`src/hdl/spfa_pkg.sv`:
```
// ----------------------------------------------------------------------------
// spfa_pkg
// Shared types and constants of the queue-based shortest path engine.
// ----------------------------------------------------------------------------
package spfa_pkg;

	localparam int unsigned MaxNodes = 1024;
	localparam int unsigned MaxEdges = 4096;
	localparam int unsigned NodeW    = 10;
	localparam int unsigned EdgeW    = 12;
	localparam int unsigned LinkW    = 13;
	localparam int unsigned CostW    = 16;
	localparam int unsigned DistW    = 32;

	localparam logic [LinkW-1:0] ListEmpty = LinkW'(MaxEdges);
	localparam logic [DistW-1:0] DistInf   = '1;

	typedef enum logic [1:0] {
		ACT_CLEAR = 2'd0,
		ACT_ADD   = 2'd1,
		ACT_RUN   = 2'd2,
		ACT_NONE  = 2'd3
	} action_t;

	typedef enum logic {
		REG_SOURCE = 1'b0,
		REG_TARGET = 1'b1
	} reg_idx_t;

	typedef struct packed {
		logic [1:0]       action;
		logic [NodeW-1:0] from_node;
		logic [NodeW-1:0] to_node;
		logic [CostW-1:0] edge_cost;
	} item_t;

	typedef struct packed {
		logic [DistW-1:0] distance;
		logic             reachable;
		logic             edge_overflow;
	} result_t;

	// commands from controller to datapath
	typedef struct packed {
		logic clr_sweep;   // write head[idx]=empty and clear mark[idx]
		logic init_sweep;  // write dist[idx]=inf and mark[idx]=0
		logic graph_clear; // reset count and overflow
		logic add_edge;    // perform add of latched item
		logic seed;        // push source, dist=0
		logic pop;         // pop fifo, read head and dist of node
		logic load_head;   // latch head/dist of popped node
		logic edge_rd;     // read edge entry e
		logic edge_cmp;    // read dist of destination, compute candidate
		logic edge_upd;    // compare, update, push, advance e
		logic tgt_rd;      // read target distance
		logic emit;        // drive result
	} cmd_t;

	typedef struct packed {
		logic idx_last;
		logic fifo_empty;
		logic edge_valid;
	} stat_t;

endpackage

```
`src/hdl/spfa_ctrl.sv`:
```
// ----------------------------------------------------------------------------
// spfa_ctrl
// Sequencer for clear, add and run transactions.
// ----------------------------------------------------------------------------
module spfa_ctrl
	import spfa_pkg::*;
(
	input  logic  clk,
	input  logic  arst_n,
	input  logic  start,
	input  item_t item,
	input  stat_t stat,
	output logic  busy,
	output cmd_t  cmd
);

	typedef enum logic [3:0] {
		ST_RESET, ST_IDLE, ST_CLEAR, ST_ADD, ST_INIT, ST_SEED, ST_POP, ST_HEAD,
		ST_ERD, ST_ECMP, ST_EUPD, ST_TRD, ST_EMIT
	} state_t;

	state_t state_q;

	// state register
	always_ff @(posedge clk or negedge arst_n) begin
		if (!arst_n) begin
			state_q <= ST_RESET;
		end else begin
			unique case (state_q)
				ST_RESET: if (stat.idx_last) state_q <= ST_IDLE;
				ST_IDLE: begin
					if (start) begin
						unique case (action_t'(item.action))
							ACT_CLEAR: state_q <= ST_CLEAR;
							ACT_ADD:   state_q <= ST_ADD;
							ACT_RUN:   state_q <= ST_INIT;
							default:   state_q <= ST_IDLE;
						endcase
					end
				end
				ST_CLEAR: if (stat.idx_last) state_q <= ST_IDLE;
				ST_ADD:   state_q <= ST_IDLE;
				ST_INIT:  if (stat.idx_last) state_q <= ST_SEED;
				ST_SEED:  state_q <= ST_POP;
				ST_POP:   state_q <= stat.fifo_empty ? ST_TRD : ST_HEAD;
				ST_HEAD:  state_q <= ST_ERD;
				ST_ERD:   state_q <= stat.edge_valid ? ST_ECMP : ST_POP;
				ST_ECMP:  state_q <= ST_EUPD;
				ST_EUPD:  state_q <= ST_ERD;
				ST_TRD:   state_q <= ST_EMIT;
				ST_EMIT:  state_q <= ST_IDLE;
				default:  state_q <= ST_IDLE;
			endcase
		end
	end

	assign busy = (state_q != ST_IDLE);

	// command decode
	always_comb begin
		cmd = '0;
		unique case (state_q)
			ST_RESET: cmd.clr_sweep = 1'b1;
			ST_IDLE: begin
				cmd.graph_clear = start && (action_t'(item.action) == ACT_CLEAR);
			end
			ST_CLEAR: cmd.clr_sweep = 1'b1;
			ST_ADD:   cmd.add_edge = 1'b1;
			ST_INIT:  cmd.init_sweep = 1'b1;
			ST_SEED:  cmd.seed = 1'b1;
			ST_POP:   cmd.pop = !stat.fifo_empty;
			ST_HEAD:  cmd.load_head = 1'b1;
			ST_ERD:   cmd.edge_rd = 1'b1;
			ST_ECMP:  cmd.edge_cmp = 1'b1;
			ST_EUPD:  cmd.edge_upd = 1'b1;
			ST_TRD:   cmd.tgt_rd = 1'b1;
			ST_EMIT:  cmd.emit = 1'b1;
			default:  cmd = '0;
		endcase
	end

endmodule

```
`config.mk`:
```
export PLATFORM = sky130hd
export DESIGN_NAME = spfa_ctrl
export DESIGN_NICKNAME = d
export VERILOG_FILES = /design/src/hdl/spfa_pkg.sv /design/src/hdl/spfa_ctrl.sv
export SDC_FILE = /design/constraint.sdc
export NUM_CORES = 1
export LEC_CHECK = 0
export ABC_CLOCK_PERIOD_IN_PS = 2040
export BUFFER_PORTS_ARGS = -buffer_cell sky130_fd_sc_hd__buf_2
export CORE_UTILIZATION = 32
export CTS_CLUSTER_DIAMETER = 30
export DETAILED_ROUTE_END_ITERATION = 10
export PLACE_DENSITY = 0.84
export SYNTH_ARGS = -nofsm -noshare
export SYNTH_HDL_FRONTEND = slang
export SYNTH_SLANG_ARGS = --single-unit
```
`constraint.sdc`:
```
create_clock -name clk -period 2.04 [get_ports clk]
set_input_delay 0.204 -clock clk [delete_from_list [all_inputs] [get_ports clk]]
set_output_delay 0.204 -clock clk [all_outputs]
set_load 0.005 [all_outputs]
```
==> reports/qor.txt, run 1 <==
outcome -> completed
total gr overflow -> 0
Max Clock Freq -> 0.5195 GHz
PortBufs -> 20
worst slack, placed -> 365.0 ps
Synth Area per Inst -> 7.529 sq um
Area growth, synth to finish -> 33.82%
CTS Root Cell -> clkbuf_4
CP arrival -> 1720 ps
clk_lat worst skew -> 230 ps
synthesized area -> 429.2 sq um
Period minus WS final -> 1925 ps
diode count -> 0
area leader, netlist -> dfrtp_1
# DRC -> 0
total negative slack -> 0 ps
layout cell share with drive strength beyond 1 -> 0.3924
Final setup viols -> 0
I/O Pins -> 57
number of global-route vias before repair -> 354
DIE WIDTH -> 38.62 um
CP max FO -> 13
Final GP Congestion -> 0.8293
Initial Util -> 0.3665
max-cap violations -> 0
max reg flops -> 4
setup ws final -> 114.9 ps
Largest regs -> state_q (4)
Filler cells -> 118
setup slack, reg-to-reg -> 460 ps
Placed Instances -> 89
post-route ant nets -> 0
max-slew violations -> 0
pin count of the biggest net entering global routing -> 17
Synth area leaders -> dfrtp_1 23%, nor3_1 8.2%, nor2_1 6.1%
initial antenna violation count -> 0
first-pass GRT wire length -> 1600 um
clk_skew -> 3.571 ps
number of synthesized flops with an enable pin -> 0
Yosys cell types -> 27
cells along the critical path -> or4b_4 > nor4b_2 > buf_2
gr usage total -> 0.1542
DIE HEIGHT -> 38.62 um
routed wire length -> 1057 um
Max IR drop VDD -> 751.1 uV
slew margin rel. -> 0.6589
actual slew at the worst max-slew pin -> 510.4 ps
nets@finish -> 125
final hold viol count -> 0
clk slew on worst S/H paths -> 40 ps
Worst Hold Class -> in2reg
Inserted Clock Buffers -> 3
CP startpoint kind -> register
Core ar. -> 1171 sq um
final non-filler cell total -> 93
clk sink count -> 4
WP data required -> 1840 ps
Synth Instances -> 57
Yosys warnings -> 0
number of H-tree levels -> 1
Iteration-0 DRC Markers -> 9
DP HPWL -> 774.3 um
post-synth top area share -> 0.2332
Crit Path Category -> reg2out
TritonRoute pass-1 iters -> 4
PwrDens -> 1211 nW/um^2
CP endpoint kind -> output port
LEAKAGE -> 0.2733 nW
RSZ-0062 raised after global routing -> no
CTS tree -> built
most flop-heavy register -> state_q
full die area -> 1492 sq um
largest stage delay on the critical path -> 590 ps
maximum clock path buffer count -> 2
syn nets -> 101
post-synthesis sequential area ratio -> 0.2332
via count -> 516
asr flop ratio synth -> 1.000
part of the cycle the worst path needs -> 0.9437
DR WL/cell -> 11.37 um
vias per cell -> 5.548
Cell Rows -> 12
slowest CP cell -> or4b_4
most used flip-flop cell after synthesis -> dfrtp_1
synthesized flop and latch total -> 4
[stage by stage]
step	area (sq um)	power [W]	util	hold slack, ps
floorplan	429.2	0.0004782	-	-91.59
detailed placement	541.8	0.0005965	0.4626	11.69
finish	574.3	0.0006953	0.4904	281.9
global placement	541.8	0.0005852	0.4626	7.484
global route	574.3	0.0007571	0.4904	293.0
CTS	574.3	0.0006983	0.4904	274.8
[report_power, final]
group          internal [W]  leakage, nW  switching [W]  total [W]
registers          0.000106       0.0521      0.0000466   0.000153
logic              0.000220        0.207       0.000226   0.000446
clock network     0.0000657       0.0138      0.0000307  0.0000963
[synthesized netlist by cell type, types with 2 or more instances]
cell       n
buf_2      4
nand2b_1   4
nor2_1     7
a21oi_1    3
a2bb2oi_1  2
dfrtp_1    4
nand2_1    4
o21ai_0    2
nor2b_1    3
nor3_1     7
[area by class of cell]
cell class	instances	area, sq um	share of cell area
clock buffer	3	22.52	0.03922
inverter	1	3.754	0.006536
multi-input combinational	47	297.8	0.5185
sequential	4	100.1	0.1743
tap	14	17.52	0.03050
timing repair buffer	24	132.6	0.2309
[what timing repair did]
item,CTS,global route
endpoints found under the hold margin,4,0
setup buffers,0,0
gates resized for setup,0,0
hold buffers,1,0
[worst max-delay path: cells and delay by family, from the launching register on]
| kind | cells | cell delay, ps |
|---|---|---|
| DFF | 1 | 510 |
| buffers and inverters | 1 | 140 |
| and+or+nand+nor | 2 | 830 |
[final timing paths]
| check | startpoint | endpoint | depth (start not counted) |
|---|---|---|---|
| worst min register to register | state_q[1] | state_q[3] | 3 |
| worst max-delay path | state_q[3] | cmd[9] | 3 |
| min in group asynchronous | arst_n | state_q[1] | 2 |
| max in group asynchronous | arst_n | state_q[2] | 2 |
| worst max register to register | state_q[3] | state_q[2] | 4 |
| worst min-delay path | stat[2] | state_q[0] | 3 |
[cells in the final DEF, fill, tap and decap left out, types with 2 or more instances in the layout]
master,netlist,routed
buf_4,1,3
nand2b_1,4,4
nand2_1,4,4
nor3_1,7,7
a21oi_1,3,3
buf_2,4,20
dfrtp_1,4,4
a2bb2oi_1,2,2
nor2b_1,3,3
clkbuf_4,0,3
nor2_1,7,7
o21ai_0,2,2
[cell families after synthesis]
| family | after synthesis | share of synthesized area |
|---|---|---|
| buffers and inverters | 6 | 0.07289 |
| AO/OA/AOI/OAI | 17 | 0.2887 |
| AND/OR/NAND/NOR | 30 | 0.4052 |
| flip-flops | 4 | 0.2332 |
[metal layers]
metal  vias to the layer above  share of wire  track usage
li1                        258              -            -
met1                       240           0.47       0.2349
met3                         0          0.077      0.06936
met2                        18           0.45       0.2083
met4                         0              0            0
met5                         -              0            0
No activity file was read; power rests on OpenSTA's default activity.
==> run 2: changes to the inputs <==
Settings changed: ABC_AREA from default to 1, GPL_TIMING_DRIVEN from default to 0, PLACE_DENSITY 0.84 to 0.85.
==> run 2 against run 1 <==
Total power is 9.5% lower; final area down 0.22%; largest power group unchanged; sequential share of layout area barely moved; non-clock buffer count fell by 3; largest cell class unchanged; clock skew is 1.7 ps higher.
==> reports/qor.txt, run 2 <==
clk slew on worst S/H paths -> 40 ps
post-route ant nets -> 0
Synth top cells by count -> 22 x nand2_1, 16 x inv_1, 9 x nor2_1, 6 x nand3_1, 4 x dfrtp_1
diode count -> 0
Post-CTS Setup Inserts -> 0
WP data required -> 1840 ps
full die area -> 1471 sq um
vias per cell -> 4.798
most used flip-flop cell after synthesis -> dfrtp_1
maximum clock path buffer count -> 2
area leader, netlist -> dfrtp_1
CP arrival -> 1390 ps
max-cap violations -> 0
initial antenna violation count -> 0
Cell Rows -> 12
RSZ-0062 raised after global routing -> no
total negative slack -> 0 ps
most frequent cells in the layout -> 22 x nand2_1, 20 x buf_2, 16 x inv_1
total gr overflow -> 0
setup ws final -> 446.6 ps
asr flop ratio synth -> 1.000
clk_skew -> 5.262 ps
Yosys warnings -> 0
DR WL/cell -> 9.553 um
PwrDens -> 1097 nW/um^2
CP max FO -> 6
Initial Util -> 0.3611
# DRC -> 0
max-slew violations -> 0
post-synthesis sequential area ratio -> 0.2367
I/O Pins -> 57
DP HPWL -> 863.5 um
first-pass GRT wire length -> 1662 um
Yosys cell types -> 15
clk sink count -> 4
number of H-tree levels -> 1
Reg area -> 100.1 sq um
Area growth, synth to finish -> 35.50%
cells along the critical path -> nor2_2 > nand2_2 > nor4_1 > buf_2
Core ar. -> 1171 sq um
most flop-heavy register -> state_q
pin count of the biggest net entering global routing -> 8
post-synth top area share -> 0.2367
Crit Path Category -> reg2out
nets@finish -> 146
actual slew at the worst max-slew pin -> 276.5 ps
final hold viol count -> 0
Max IR drop VDD -> 422.1 uV
Max Clock Freq -> 0.6276 GHz
Inserted Clock Buffers -> 3
gr usage total -> 0.1646
slew margin rel. -> 0.8150
CP endpoint kind -> output port
most frequent cell after synthesis -> nand2_1
DIE HEIGHT -> 38.36 um
Largest regs -> state_q (4)
Iteration-0 DRC Markers -> 23
synthesized area -> 422.9 sq um
outcome -> completed
Synth Instances -> 76
commonest non-fill, non-tap cell in the layout -> nand2_1
CP startpoint kind -> register
Synth area leaders -> dfrtp_1 24%, nand2_1 20%, inv_1 14%
Synth Area per Inst -> 5.565 sq um
LEAKAGE -> 0.3821 nW
CTS Root Cell -> clkbuf_4
Period minus WS final -> 1593 ps
syn nets -> 120
Worst Hold Class -> in2reg
worst slack, placed -> 717.3 ps
routed wire length -> 1089 um
Final setup viols -> 0
largest stage delay on the critical path -> 460 ps
part of the cycle the worst path needs -> 0.7811
number of synthesized flops with an enable pin -> 0
worst hold margin -> 217.1 ps
Filler cells -> 133
Final GP Congestion -> 0.8515
PortBufs -> 20
DIE WIDTH -> 38.36 um
synthesized flop and latch total -> 4
layout cell share with drive strength beyond 1 -> 0.3400
slowest CP cell -> dfrtp_1
clk_lat worst skew -> 240 ps
max reg flops -> 4
CTS tree -> built
TritonRoute pass-1 iters -> 4
via count -> 547
number of global-route vias before repair -> 428
multi-input logic area -> 251.5 sq um
-- run 2: layout make-up --
cell class / instances / share of cell area
multi-input cells: 53 / 0.4389
repair buffers: 21 / 0.1921
flip-flops and latches: 4 / 0.1747
inverters: 19 / 0.1245
clock buffers: 3 / 0.03930
well taps: 14 / 0.03057
-- run 2: where the power goes --
group / leakage (nW) / internal [W] / switching [W] / total [W]
clock: 0.0138 / 0.0000660 / 0.0000348 / 0.000101
combinational: 0.317 / 0.000132 / 0.000237 / 0.000370
sequential: 0.0517 / 0.000108 / 0.0000508 / 0.000158
total: 0.382 / 0.000306 / 0.000323 / 0.000629
-- run 2: cell families (layout without fill, tap and decap cells) --
| group | after synthesis | count (layout) | share of synthesized area |
|---|---|---|---|
| simple gates | 50 | 50 | 0.5533 |
| buf+inv | 19 | 43 | 0.1686 |
| compound gates | 3 | 3 | 0.04143 |
| flops | 4 | 4 | 0.2367 |
-- run 2: through the flow --
| stage | instances | util | instance area, sq um | total power, W |
|---|---|---|---|---|
| floorplan | 76 | - | 422.9 | 0.0004142 |
| global placement | 110 | 0.4615 | 540.5 | 0.0005126 |
| detailed placement | 110 | 0.4615 | 540.5 | 0.0005217 |
| CTS | 114 | 0.4893 | 573.1 | 0.0006263 |
| global route | 114 | 0.4893 | 573.1 | 0.0006856 |
| finish | 114 | 0.4893 | 573.1 | 0.0006289 |
-- run 2: critical path: cells and delay by family, from the launching register on --
kind	cells	cell delay, ps
buffers and inverters	1	150
AND/OR/NAND/NOR	3	530
flip-flops	1	460
-- run 2: final timing paths --
path                       slack, ps  cells after the start  startpoint         end
min in group asynchronous        300                      2      arst_n  state_q[2]
setup / recovery                 450                      4  state_q[3]      cmd[9]
hold reg to reg                  630                      2  state_q[1]  state_q[1]
hold / removal                   220                      4     stat[2]  state_q[2]
max in group asynchronous       1620                      2      arst_n  state_q[0]
setup reg to reg                 730                      8  state_q[3]  state_q[0]
-- run 2: repair_timing --
action                                 in CTS  in global routing
hold buffers                                1                  0
endpoints found under the hold margin       4                  0
resized for setup                           0                  0
-- run 2: layer usage --
metal / vias up / GRT usage / wire length [um]
met5: - / 0 / 0
met4: 0 / 0.1034 / 17
met3: 3 / 0.01744 / 78
met2: 31 / 0.2797 / 501
met1: 231 / 0.1950 / 491
li1: 282 / - / -
